### config.mk
export PLATFORM = sky130hd
export DESIGN_NAME = rcmm_ir_frame_encoder_flat
export DESIGN_NICKNAME = d
export VERILOG_FILES = /design/src/rcmm_pkg.sv /design/src/rcmm_if.sv /design/src/rcmm_ir_frame_encoder.sv /design/src/rcmm_cfg.sv /design/src/rcmm_fsm.sv /design/src/flat_wrapper.sv
export SDC_FILE = /design/constraint.sdc
export NUM_CORES = 1
export LEC_CHECK = 0
export ABC_CLOCK_PERIOD_IN_PS = 2600
export BUFFER_PORTS_ARGS = -buffer_cell sky130_fd_sc_hd__buf_2
export CAP_MARGIN = 20
export CORE_MARGIN = 4
export CORE_UTILIZATION = 52
export DETAILED_ROUTE_END_ITERATION = 10
export PLACE_DENSITY = 0.8
export SYNTH_ARGS = -nofsm -noshare
export SYNTH_HDL_FRONTEND = slang
export SYNTH_HIERARCHICAL = 1
export SYNTH_SLANG_ARGS = --single-unit
### constraint.sdc
create_clock -name clk -period 2.6 [get_ports clk]
set_clock_uncertainty 0.05 [all_clocks]
set_input_delay 0.52 -clock clk [delete_from_list [all_inputs] [get_ports clk]]
set_output_delay 0.52 -clock clk [all_outputs]
set_load 0.005 [all_outputs]
### src/rcmm_pkg.sv
// ----------------------------------------------------------------------------
// rcmm_pkg
// Types and constants shared by the RCMM infrared frame encoder.
// ----------------------------------------------------------------------------
package rcmm_pkg;

    localparam int CFG_IDX_W  = 2;
    localparam int CFG_DATA_W = 10;

    localparam logic [CFG_IDX_W-1:0] REG_FRAME_BITS     = 2'd0;
    localparam logic [CFG_IDX_W-1:0] REG_TRAILER_ENABLE = 2'd1;
    localparam logic [CFG_IDX_W-1:0] REG_PAUSE_TICKS    = 2'd2;

    localparam logic [5:0] FRAME_BITS_RST  = 6'd32;
    localparam logic       TRAILER_EN_RST  = 1'b1;
    localparam logic [9:0] PAUSE_TICKS_RST = 10'd110;

    localparam logic [4:0] DUR_HDR_ON   = 5'd15;
    localparam logic [4:0] DUR_HDR_OFF  = 5'd10;
    localparam logic [4:0] DUR_PULSE    = 5'd6;
    localparam logic [4:0] DUR_NO_TRAIL = 5'd1;
    localparam logic [4:0] DUR_NONE     = 5'd0;

    localparam logic REQ_TICK  = 1'b0;
    localparam logic REQ_START = 1'b1;

    typedef enum logic [6:0] {
        PH_IDLE  = 7'b0000001,
        PH_HDR_A = 7'b0000010,
        PH_HDR_B = 7'b0000100,
        PH_BIT_A = 7'b0001000,
        PH_BIT_B = 7'b0010000,
        PH_TRAIL = 7'b0100000,
        PH_WAIT  = 7'b1000000
    } phase_t;

    typedef struct packed {
        logic [5:0] frame_bits;
        logic       trailer_enable;
        logic [9:0] pause_ticks;
    } cfg_t;

    typedef struct packed {
        logic       carrier_on;
        logic [4:0] duration;
        logic       busy_res;
        logic       accepted;
    } result_t;

    function automatic logic [4:0] pair_off_time(input logic [1:0] pair);
        logic [4:0] t;
        case (pair)
            2'b00:   t = 5'd10;
            2'b01:   t = 5'd16;
            2'b10:   t = 5'd22;
            2'b11:   t = 5'd28;
            default: t = 5'd10;
        endcase
        return t;
    endfunction

endpackage

### src/rcmm_if.sv
// ----------------------------------------------------------------------------
// rcmm_in_if / rcmm_out_if
// Valid/ready channels for request beats and result beats.
// ----------------------------------------------------------------------------
interface rcmm_in_if;
    logic        valid;
    logic        ready;
    logic        req_type;
    logic [31:0] code_word;

    modport source (output valid, output req_type, output code_word, input ready);
    modport sink (input valid, input req_type, input code_word, output ready);
endinterface

interface rcmm_out_if;
    logic       valid;
    logic       ready;
    logic       carrier_on;
    logic [4:0] duration;
    logic       busy_res;
    logic       accepted;

    modport source (output valid, output carrier_on, output duration, output busy_res,
                    output accepted, input ready);
    modport sink (input valid, input carrier_on, input duration, input busy_res,
                  input accepted, output ready);
endinterface

### src/rcmm_ir_frame_encoder.sv
// ----------------------------------------------------------------------------
// rcmm_ir_frame_encoder
// RCMM infrared frame encoder with a registered result channel.
//
// A beat on req either starts a frame (req_type = 1, nonzero code_word, block
// idle) or is a timer tick (req_type = 0) that asks for the next carrier
// interval. Every request beat yields exactly one result beat on res with the
// carrier state, the interval length in timer units, a busy flag and whether
// a start was taken. The sequencer updates in the cycle the request beat is
// accepted; the result appears in the output register on the next cycle, and
// one beat per cycle is sustained while res.ready is high. req.ready is high
// whenever the output register is empty or being drained in the same cycle,
// so a stalled receiver holds the result and back-pressures requests after
// one beat. The cfg port writes frame_bits, trailer_enable and pause_ticks
// by index; writes take effect on the next cycle. Reset returns the block to
// idle with registers at 32, 1 and 110 and no result pending.
// ----------------------------------------------------------------------------
module rcmm_ir_frame_encoder
(
    input  logic                             clk,
    input  logic                             rst_n,
    rcmm_in_if.sink                          req,
    rcmm_out_if.source                       res,
    input  logic                             cfg_we,
    input  logic [rcmm_pkg::CFG_IDX_W-1:0]   cfg_index,
    input  logic [rcmm_pkg::CFG_DATA_W-1:0]  cfg_data
);

    rcmm_pkg::cfg_t    cfg;
    rcmm_pkg::result_t step_result;
    rcmm_pkg::result_t res_data_reg;
    logic              res_valid_reg, res_valid_next;
    logic              req_fire;

    assign req.ready = !res_valid_reg || res.ready;
    assign req_fire  = req.valid && req.ready;

    rcmm_cfg u_cfg
    (
        .clk       (clk),
        .rst_n     (rst_n),
        .cfg_we    (cfg_we),
        .cfg_index (cfg_index),
        .cfg_data  (cfg_data),
        .cfg       (cfg)
    );

    rcmm_fsm u_fsm
    (
        .clk        (clk),
        .rst_n      (rst_n),
        .step_valid (req_fire),
        .req_type   (req.req_type),
        .code_word  (req.code_word),
        .cfg        (cfg),
        .result     (step_result)
    );

    always_comb
    begin
        res_valid_next = res_valid_reg;
        if (req_fire)
        begin
            res_valid_next = 1'b1;
        end
        else if (res.ready)
        begin
            res_valid_next = 1'b0;
        end
    end

    always_ff @(posedge clk or negedge rst_n)
    begin
        if (!rst_n)
        begin
            res_valid_reg <= 1'b0;
        end
        else
        begin
            res_valid_reg <= res_valid_next;
        end
    end

    always_ff @(posedge clk)
    begin
        if (req_fire)
        begin
            res_data_reg <= step_result;
        end
    end

    assign res.valid      = res_valid_reg;
    assign res.carrier_on = res_data_reg.carrier_on;
    assign res.duration   = res_data_reg.duration;
    assign res.busy_res   = res_data_reg.busy_res;
    assign res.accepted   = res_data_reg.accepted;

    a_beat_in_beat_out : assert property (@(posedge clk) disable iff (!rst_n)
        req_fire |=> res_valid_reg)
        else $error("request beat produced no result");

    a_no_accept_on_stall : assert property (@(posedge clk) disable iff (!rst_n)
        res_valid_reg && !res.ready |-> !req_fire)
        else $error("request taken while result is stalled");

    a_stall_holds_result : assert property (@(posedge clk) disable iff (!rst_n)
        res_valid_reg && !res.ready |=> res_valid_reg && $stable(res_data_reg))
        else $error("stalled result changed");

endmodule

### src/rcmm_cfg.sv
// ----------------------------------------------------------------------------
// rcmm_cfg
// Configuration register file written through a plain write port.
// ----------------------------------------------------------------------------
module rcmm_cfg
(
    input  logic                             clk,
    input  logic                             rst_n,
    input  logic                             cfg_we,
    input  logic [rcmm_pkg::CFG_IDX_W-1:0]   cfg_index,
    input  logic [rcmm_pkg::CFG_DATA_W-1:0]  cfg_data,
    output rcmm_pkg::cfg_t                   cfg
);

    rcmm_pkg::cfg_t cfg_reg;
    rcmm_pkg::cfg_t cfg_next;

    always_comb
    begin
        cfg_next = cfg_reg;
        if (cfg_we)
        begin
            case (cfg_index)
                rcmm_pkg::REG_FRAME_BITS:     cfg_next.frame_bits     = cfg_data[5:0];
                rcmm_pkg::REG_TRAILER_ENABLE: cfg_next.trailer_enable = cfg_data[0];
                rcmm_pkg::REG_PAUSE_TICKS:    cfg_next.pause_ticks    = cfg_data[9:0];
                default:                      cfg_next = cfg_reg;
            endcase
        end
    end

    always_ff @(posedge clk or negedge rst_n)
    begin
        if (!rst_n)
        begin
            cfg_reg.frame_bits     <= rcmm_pkg::FRAME_BITS_RST;
            cfg_reg.trailer_enable <= rcmm_pkg::TRAILER_EN_RST;
            cfg_reg.pause_ticks    <= rcmm_pkg::PAUSE_TICKS_RST;
        end
        else
        begin
            cfg_reg <= cfg_next;
        end
    end

    assign cfg = cfg_reg;

endmodule

### src/rcmm_fsm.sv
// ----------------------------------------------------------------------------
// rcmm_fsm
// Frame sequencer: phase, shift word and counters, one step per beat.
// ----------------------------------------------------------------------------
module rcmm_fsm
(
    input  logic                clk,
    input  logic                rst_n,
    input  logic                step_valid,
    input  logic                req_type,
    input  logic [31:0]         code_word,
    input  rcmm_pkg::cfg_t      cfg,
    output rcmm_pkg::result_t   result
);

    rcmm_pkg::phase_t phase_reg, phase_next;
    logic [31:0]      shift_word_reg, shift_word_next;
    logic [5:0]       bits_sent_reg, bits_sent_next;
    logic [9:0]       wait_count_reg, wait_count_next;
    logic             carrier_reg, carrier_next;
    logic [6:0]       bits_plus;
    logic [9:0]       wait_plus;

    assign bits_plus = {1'b0, bits_sent_reg} + 7'd2;
    assign wait_plus = wait_count_reg + 10'd1;

    always_comb
    begin
        phase_next      = phase_reg;
        shift_word_next = shift_word_reg;
        bits_sent_next  = bits_sent_reg;
        wait_count_next = wait_count_reg;
        carrier_next    = carrier_reg;
        result.duration = rcmm_pkg::DUR_NONE;
        result.busy_res = 1'b0;
        result.accepted = 1'b0;

        if (req_type == rcmm_pkg::REQ_START)
        begin
            if (phase_reg == rcmm_pkg::PH_IDLE && code_word != 32'd0)
            begin
                shift_word_next = code_word;
                phase_next      = rcmm_pkg::PH_HDR_A;
                result.accepted = 1'b1;
            end
            result.busy_res = (phase_next != rcmm_pkg::PH_IDLE);
        end
        else
        begin
            result.busy_res = 1'b1;
            case (phase_reg)
                rcmm_pkg::PH_HDR_A:
                begin
                    carrier_next    = 1'b1;
                    result.duration = rcmm_pkg::DUR_HDR_ON;
                    phase_next      = rcmm_pkg::PH_HDR_B;
                end
                rcmm_pkg::PH_HDR_B:
                begin
                    carrier_next    = 1'b0;
                    result.duration = rcmm_pkg::DUR_HDR_OFF;
                    phase_next      = rcmm_pkg::PH_BIT_A;
                end
                rcmm_pkg::PH_BIT_A:
                begin
                    carrier_next    = 1'b1;
                    result.duration = rcmm_pkg::DUR_PULSE;
                    phase_next      = rcmm_pkg::PH_BIT_B;
                end
                rcmm_pkg::PH_BIT_B:
                begin
                    carrier_next    = 1'b0;
                    result.duration = rcmm_pkg::pair_off_time(shift_word_reg[31:30]);
                    shift_word_next = {shift_word_reg[29:0], 2'b00};
                    bits_sent_next  = bits_plus[5:0];
                    phase_next      = (bits_plus >= {1'b0, cfg.frame_bits}) ?
                                      rcmm_pkg::PH_TRAIL : rcmm_pkg::PH_BIT_A;
                end
                rcmm_pkg::PH_TRAIL:
                begin
                    if (cfg.trailer_enable)
                    begin
                        carrier_next    = 1'b1;
                        result.duration = rcmm_pkg::DUR_PULSE;
                    end
                    else
                    begin
                        result.duration = rcmm_pkg::DUR_NO_TRAIL;
                    end
                    phase_next = rcmm_pkg::PH_WAIT;
                end
                rcmm_pkg::PH_WAIT:
                begin
                    carrier_next    = 1'b0;
                    result.duration = rcmm_pkg::DUR_PULSE;
                    wait_count_next = wait_plus;
                    if (wait_plus >= cfg.pause_ticks)
                    begin
                        bits_sent_next  = 6'd0;
                        wait_count_next = 10'd0;
                        phase_next      = rcmm_pkg::PH_IDLE;
                    end
                end
                default:
                begin
                    carrier_next    = 1'b0;
                    phase_next      = rcmm_pkg::PH_IDLE;
                    result.busy_res = 1'b0;
                end
            endcase
        end
        result.carrier_on = carrier_next;
    end

    always_ff @(posedge clk or negedge rst_n)
    begin
        if (!rst_n)
        begin
            phase_reg      <= rcmm_pkg::PH_IDLE;
            shift_word_reg <= 32'd0;
            bits_sent_reg  <= 6'd0;
            wait_count_reg <= 10'd0;
            carrier_reg    <= 1'b0;
        end
        else if (step_valid)
        begin
            phase_reg      <= phase_next;
            shift_word_reg <= shift_word_next;
            bits_sent_reg  <= bits_sent_next;
            wait_count_reg <= wait_count_next;
            carrier_reg    <= carrier_next;
        end
    end

    a_accept_starts_header : assert property (@(posedge clk) disable iff (!rst_n)
        step_valid && result.accepted |=> phase_reg == rcmm_pkg::PH_HDR_A)
        else $error("accepted start did not enter the header");

    a_idle_tick_silent : assert property (@(posedge clk) disable iff (!rst_n)
        step_valid && req_type == rcmm_pkg::REQ_TICK && phase_reg == rcmm_pkg::PH_IDLE
        |-> !result.carrier_on && result.duration == rcmm_pkg::DUR_NONE && !result.busy_res)
        else $error("idle tick produced an interval");

    a_bits_even : assert property (@(posedge clk) disable iff (!rst_n)
        !bits_sent_reg[0])
        else $error("odd bit count");

    a_wait_only_in_pause : assert property (@(posedge clk) disable iff (!rst_n)
        wait_count_reg != 10'd0 |-> phase_reg == rcmm_pkg::PH_WAIT)
        else $error("wait counter running outside the pause");

endmodule
### src/flat_wrapper.sv
// flat-port wrapper written by rule: the top's interface ports become plain ports
module rcmm_ir_frame_encoder_flat 
  (clk, rst_n, cfg_we, cfg_index, cfg_data, req_valid, req_req_type, req_code_word, req_ready, res_valid, res_carrier_on, res_duration, res_busy_res, res_accepted, res_ready);
  rcmm_in_if req_i ();
  rcmm_out_if res_i ();
  input  logic clk;
  input  logic rst_n;
  input  logic cfg_we;
  input  logic [rcmm_pkg::CFG_IDX_W-1:0] cfg_index;
  input  logic [rcmm_pkg::CFG_DATA_W-1:0] cfg_data;
  input wire logic [$bits(req_i.valid)-1:0] req_valid;
  input wire logic [$bits(req_i.req_type)-1:0] req_req_type;
  input wire logic [$bits(req_i.code_word)-1:0] req_code_word;
  output wire logic [$bits(req_i.ready)-1:0] req_ready;
  output wire logic [$bits(res_i.valid)-1:0] res_valid;
  output wire logic [$bits(res_i.carrier_on)-1:0] res_carrier_on;
  output wire logic [$bits(res_i.duration)-1:0] res_duration;
  output wire logic [$bits(res_i.busy_res)-1:0] res_busy_res;
  output wire logic [$bits(res_i.accepted)-1:0] res_accepted;
  input wire logic [$bits(res_i.ready)-1:0] res_ready;
  assign req_i.valid = req_valid;
  assign req_i.req_type = req_req_type;
  assign req_i.code_word = req_code_word;
  assign req_ready = req_i.ready;
  assign res_valid = res_i.valid;
  assign res_carrier_on = res_i.carrier_on;
  assign res_duration = res_i.duration;
  assign res_busy_res = res_i.busy_res;
  assign res_accepted = res_i.accepted;
  assign res_i.ready = res_ready;
  rcmm_ir_frame_encoder u_core (.clk(clk), .rst_n(rst_n), .req(req_i), .res(res_i), .cfg_we(cfg_we), .cfg_index(cfg_index), .cfg_data(cfg_data));
endmodule
==> reports/qor.txt, run 1 <==
Status: finished with violations
Failing checks: negative setup slack
P&R area growth vs syn: 17.1%
Slowest cell on crit path: o41a_1
Worst slack, placed: -0.0819 ns
Mapped cell area: 4620 um2
Die height: 102 um
Antenna-violating nets left: 0
Met3 usage: 0.0416
Share of cells above drive strength 1: 0.411
Power consumption: 3.87 mW
Setup violators final: 2
Slew Limit Fails: 0
CTS tree: built
Max stage delay on crit path: 0.38 ns
DRT iter0 DRCs: 138
Sequential area share after synthesis: 0.450
Post-Layout Inst Area: 5410 um2
CP Capture Type: register
PD cells: 715 nW/um2
Min cycle time layout: 2.62 ns
Chip width: 102 um
Largest net degree at the start of global routing: 48
# nets final: 544
Number of flip-flops in the largest register: 32
Kind of critical path: reg2reg
Count of different cell masters after synthesis: 61
Global Route met1 Usage: 0.282
WL final: 9.65 mm
Hold WS: 0.111 ns
Final setup margin: -0.0153 ns
Cell Chain, Critical Path: and4_4 -> and4_4 -> nand3_4 -> xnor2_2 -> ha_1 -> nand4_1 -> o41a_1 -> a31o_4 -> mux2_4
Final hold vios: 0
IO buf count: 59
Clock Path Buffers: 2
M2 GR Usage: 0.299
Post-synth EDFFs: 8
Clock transition at path regs: 0.09 ns
Worst-Margin Slew: 0.723 ns
Busiest grt layer: met2
Slew HR: 0.516
Vias in the first global route: 3362
Post-DP HPWL: 6.88 mm
Maximum vdd ir drop: 460 uV
Syn nets: 475
Tcrit/Tclk final: 1.01
Num CTS Buffers: 9
Grt ovf: 0
Clock latency at the later pin of the worst-skew pair: 0.36 ns
Mean Syn Cell Area: 11.4 um2
Core Region: 8680 um2
Worst Path Required: 2.80 ns
Gpl congestion: 0.900
Max Clk Rate: 382 MHz
HP Class: in2async
Share of flip-flops with an asynchronous set or reset: 0.901
Num ports: 60
Sink Count: 81
Post-DP Area: 5110 um2
Multi-input gate area: 2420 um2
Lkg Pwr: 2.53 nW
Critical Path Fanout Max: 7
Synth Flop Type: dfrtp_1
Total die area: 10500 um2
Root Buffer: clkbuf_8
Antenna cells: 0
Via Count: 3381
First drt pass iteration count: 5
Residual DRC count: 0
CP dominant cell by count: and4_4
First-pass GRT wire length: 16.3 mm
Worst Setup Start Kind: register
Via density: 5.76
MaxCap Viol Count: 0
Crit path DAT: 2.82 ns
Yosys reg bits: 81
Synth warn: 6
WL/cell: 16.4 um
Initial Util: 0.532
Row cnt: 34
Register area: 2080 um2
H-tree depth: 3
RSZ-0062 raised after global routing: true
GRT Total Usage: 0.197
Mapped Cells: 405
Fillers: 676
Antenna violations before repair: 0
synth_stat cells (all sizes together) (3+ instances only):
cell type / n / share of area
nor2b: 5 / 0.0068
nand3: 10 / 0.011
nor4: 10 / 0.015
buf: 11 / 0.017
xor2: 5 / 0.0095
o21a: 3 / 0.0049
dfstp: 8 / 0.046
nand2b: 11 / 0.017
nor3: 7 / 0.0076
a22o: 10 / 0.019
o211ai: 5 / 0.0081
ha: 20 / 0.054
inv: 24 / 0.020
or3: 3 / 0.0041
mux2: 73 / 0.19
edfxtp: 8 / 0.052
nand4: 4 / 0.0054
o31ai: 3 / 0.0049
nor2: 11 / 0.0089
o21ai: 16 / 0.017
mux2i: 4 / 0.0087
xnor2: 10 / 0.019
or4: 4 / 0.0065
nand2: 19 / 0.015
dfrtp: 65 / 0.35
clkbuf: 11 / 0.0089
a21oi: 11 / 0.012
kinds of logic after synthesis:
family / after synthesis / synth area share
buffers and inverters: 46 / 0.0450
AOI/OAI and AO/OA: 68 / 0.105
adders and majority gates: 20 / 0.0542
muxes: 77 / 0.195
and+or+nand+nor: 98 / 0.123
DFF: 81 / 0.450
xor gates and xnor gates: 15 / 0.0284
final timing paths:
check	start	end	slack (ns)	cells after the start
max	u_core/u_fsm/wait_count_reg[4]	u_core/u_fsm/phase_reg[6]	-0.02	9
min	rst_n	u_core/u_fsm/shift_word_reg[2]	0.11	1
max reg2reg	u_core/u_fsm/wait_count_reg[4]	u_core/u_fsm/phase_reg[6]	-0.02	9
min reg2reg	u_core/u_fsm/shift_word_reg[29]	u_core/u_fsm/shift_word_reg[29]	0.44	1
max in group asynchronous	rst_n	u_core/u_cfg/cfg[16]	1.65	2
min in group clk	req_valid	u_core/res.valid	0.31	2
where the power goes:
group          switching [mW]  leakage, nW  internal, mW
Combinational           0.466         1.47         0.595
Sequential              0.185        0.954          1.63
Clock                   0.507        0.106         0.484
layout by cell type (no fill, tap or decap), types with 8 or more instances in the layout:
cell	count
a21oi_1	10
a22o_1	10
buf_2	59
buf_4	19
clkbuf_8	10
dfrtp_1	64
dfstp_2	8
edfxtp_1	8
ha_1	19
inv_1	24
mux2_2	59
mux2_4	11
nand2_1	19
nand2b_1	10
nand3_1	9
nor2_1	11
nor4_1	9
o21ai_0	16
critical path: cells and delay by family (launching register included):
kind	cells	cell delay, ns
simple gates	4	0.69
compound gates	2	0.66
fa+ha+maj	1	0.30
flops	1	0.36
mux	1	0.30
xor+xnor	1	0.16
area by class of cell:
class	instances	area share
timing repair buffer	80	0.0884
clock inverter	6	0.0134
clock buffer	10	0.0254
sequential	81	0.384
inverter	24	0.0167
multi-input combinational	278	0.447
tap	108	0.0250
metal layers:
layer	up-vias	share of wire
met4	0	0.0092
met2	109	0.49
met1	1643	0.45
li1	1620	-
met5	-	0
met3	9	0.050
what timing repair did:
item	in CTS	in global routing
pin swaps	6	5
hold buffers	0	0
endpoints found under the setup margin	7	19
buffers inserted	1	0
resized for setup	8	9
gates cloned	0	0
per-stage QoR:
| step | util | setup TNS [ns] | std cells |
|---|---|---|---|
| floorplan | - | 0 | 405 |
| global placement | 0.589 | 0 | 570 |
| detailed placement | 0.589 | -0.181 | 570 |
| CTS | 0.618 | -0.0168 | 587 |
| global route | 0.623 | -0.479 | 587 |
| finish | 0.623 | -0.0223 | 587 |
Power figures use the tool's default switching activity.
==> run 2: changes to the inputs <==
--- a/config.mk
+++ b/config.mk
@@ -10,3 +10,3 @@
 export CAP_MARGIN = 20
-export CORE_MARGIN = 4
+export CORE_MARGIN = 2
 export CORE_UTILIZATION = 52
--- a/constraint.sdc
+++ b/constraint.sdc
@@ -4,2 +4,2 @@
 set_output_delay 0.52 -clock clk [all_outputs]
-set_load 0.005 [all_outputs]
+set_load 0.02 [all_outputs]
==> run 2 against run 1 <==
The run still ends with negative setup slack left. Setup slack got worse by 0.18 ns. Critical path depth up 2. Register-to-register slack got worse by 0.18 ns. Sequential share of layout area fell by 0.40 points. Utilization grew 0.66 points. Count of clock-buffer cells in the layout shrank 1. Critical path type unchanged.
==> reports/qor.txt, run 2 (synthesis results as in run 1) <==
Status: finished with violations
Failing checks: negative setup slack
Max stage delay on crit path: 0.36 ns (-0.02 ns)
WL final: 9.78 mm (+1.4%)
HP Class: in2reg
Register area: 2080 um2 (unchanged)
Maximum vdd ir drop: 394 uV (-15%)
Vias in the first global route: 3372 (+0.30%)
Clock latency at the later pin of the worst-skew pair: 0.36 ns (about the same)
Setup violators final: 19 (+17)
First-pass GRT wire length: 16.4 mm (+0.85%)
R2R Path End: u_core/u_fsm/phase_reg[2]
Antenna-violating nets left: 0 (unchanged)
CP delay by family, top: compound AO/OA/AOI/OAI gates
Max Clk Rate: 358 MHz (-6.4%)
Number of flip-flops in the largest register: 32 (unchanged)
H-tree depth: 3 (unchanged)
Core Region: 8680 um2 (unchanged)
Slew HR: 0.514 (-0.00220)
Buf/Inv on CP: 1 (+1)
Num CTS Buffers: 9 (unchanged)
Final Util: 0.630 (+0.00663)
Hold Path Sink: u_core/res.valid
Initial Util: 0.532 (unchanged)
WL/cell: 16.4 um (-0.16%)
MaxCap Viol Count: 0 (unchanged)
Worst Hold Launch: req_valid
Power consumption: 3.76 mW (-2.7%)
Fillers: 702 (+3.8%)
Critical Path Fanout Max: 6 (-1)
Worst R2R Start: u_core/u_fsm/wait_count_reg[5]
Min cycle time layout: 2.79 ns (+0.179 ns)
Commonest non-fill, non-tap cell in the layout: dfrtp_1
P&R area growth vs syn: 18.3%
Die height: 98.3 um (-3.9%)
IO buf count: 59 (unchanged)
Post-DP Area: 5110 um2 (about the same)
Post-Layout Inst Area: 5470 um2 (+1.1%)
CTS tree: built
Lkg Pwr: 2.54 nW (+0.38%)
# nets final: 553 (+1.7%)
Tcrit/Tclk final: 1.07 (+0.0690)
Via density: 5.68 (-1.4%)
Residual DRC count: 0 (unchanged)
Non-filler cells, final: 596 (+1.5%)
RSZ-0062 raised after global routing: true
PD cells: 688 nW/um2 (-3.7%)
Slew Limit Fails: 0 (unchanged)
First drt pass iteration count: 4 (-1)
Clock transition at path regs: 0.09 ns (about the same)
Setup TNS: -1.81 ns (-1.79 ns)
Multi-input gate area: 2450 um2 (+1.3%)
CP Capture Type: register
Slowest cell on crit path: dfrtp_1
Chip width: 98.3 um (-3.9%)
R2R Setup Slk: -0.19 ns (-0.18 ns)
Final hold vios: 0 (unchanged)
Share of cells above drive strength 1: 0.424 (+0.0129)
Row cnt: 34 (unchanged)
Post-DP HPWL: 7.08 mm (+3.0%)
Worst reg-to-reg path cell count: 11 (+2)
GRT Total Usage: 0.210 (+0.0138)
Total die area: 9650 um2 (-7.7%)
Gpl congestion: 0.890 (-1.2%)
Crit path DAT: 2.98 ns (+0.16 ns)
Antenna cells: 0 (unchanged)
Via Count: 3385 (+0.12%)
Largest net degree at the start of global routing: 39 (-19%)
Sink Count: 81 (unchanged)
CP dominant cell by count: and4_4
Worst Setup Start Kind: register
Antenna violations before repair: 0 (unchanged)
Cell Chain, Critical Path: and4_4 -> and4_4 -> nand3_4 -> xnor2_4 -> ha_4 -> buf_4 -> o21a_1 -> a21oi_2 -> o41a_1 -> a31o_4 -> mux2_4
Grt ovf: 0 (unchanged)
Root Buffer: clkbuf_8
Worst Path Required: 2.79 ns (about the same)
Num ports: 60 (unchanged)
Hold path cells: 2
Most frequent cells in the layout: 64 x dfrtp_1, 59 x buf_2, 58 x mux2_2
Worst-Margin Slew: 0.726 ns (+0.00329 ns)
Final setup margin: -0.195 ns (-0.179 ns)
Clock Path Buffers: 2 (unchanged)
Kind of critical path: reg2reg
Placed cells: 573 (+0.53%)
DRT iter0 DRCs: 124 (-10%)
[run 2: cell type report]
| cell class | instances | share of cell area |
|---|---|---|
| inverter | 24 | 0.0165 |
| multi-input combinational | 278 | 0.448 |
| tap | 108 | 0.0247 |
| timing repair buffer | 89 | 0.0970 |
| clock buffer | 9 | 0.0227 |
| clock inverter | 7 | 0.0110 |
| sequential | 81 | 0.380 |
[run 2: timing repair]
item	CTS	global route
pin swaps	10	11
resized for setup	13	13
endpoints found under the setup margin	18	22
hold buffers	1	0
hold endpoints to repair	4	0
setup buffers	3	4
[run 2: through the flow]
| stage | hold slack (ns) | setup slack (ns) |
|---|---|---|
| after floorplan | 0.174 | 0.0110 |
| final | 0.319 | -0.195 |
| after detailed placement | 0.296 | -0.152 |
| after global routing | 0.304 | -0.281 |
| after CTS | 0.307 | -0.108 |
| after global placement | 0.298 | 0.0204 |
[run 2: power by group]
| part | internal [mW] | switching, mW | total (mW) |
|---|---|---|---|
| logic | 0.606 | 0.491 | 1.10 |
| registers | 1.63 | 0.171 | 1.80 |
| clock network | 0.362 | 0.504 | 0.866 |
[run 2: how the worst max path moves through the flow]
| stage | depth (start not counted) | end | from |
|---|---|---|---|
| floorplan | 9 | u_core/u_fsm/phase_reg[2] | u_core/u_fsm/wait_count_reg[2] |
| global placement | 10 | u_core/u_fsm/phase_reg[2] | u_core/u_fsm/wait_count_reg[5] |
| detailed placement | 10 | u_core/u_fsm/phase_reg[2] | u_core/u_fsm/wait_count_reg[5] |
| CTS | 9 | u_core/u_fsm/phase_reg[6] | u_core/u_fsm/wait_count_reg[2] |
| global route | 11 | u_core/u_fsm/phase_reg[6] | u_core/u_fsm/wait_count_reg[4] |
| finish | 11 | u_core/u_fsm/phase_reg[2] | u_core/u_fsm/wait_count_reg[5] |
[run 2: worst reg2reg max path, stage by stage (launching register included)]
cell	delay, ns
dfrtp_1	0.36
and4_4	0.23
and4_4	0.28
nand3_4	0.12
xnor2_4	0.21
ha_4	0.23
buf_4	0.13
o21a_1	0.12
a21oi_2	0.17
o41a_1	0.26
a31o_4	0.23
mux2_4	0.30
[run 2: layer usage]
metal	GRT usage	routed length (um)
met3	0.0308	364
met4	0.0738	212
met2	0.344	4790
met1	0.289	4410
met5	0	0
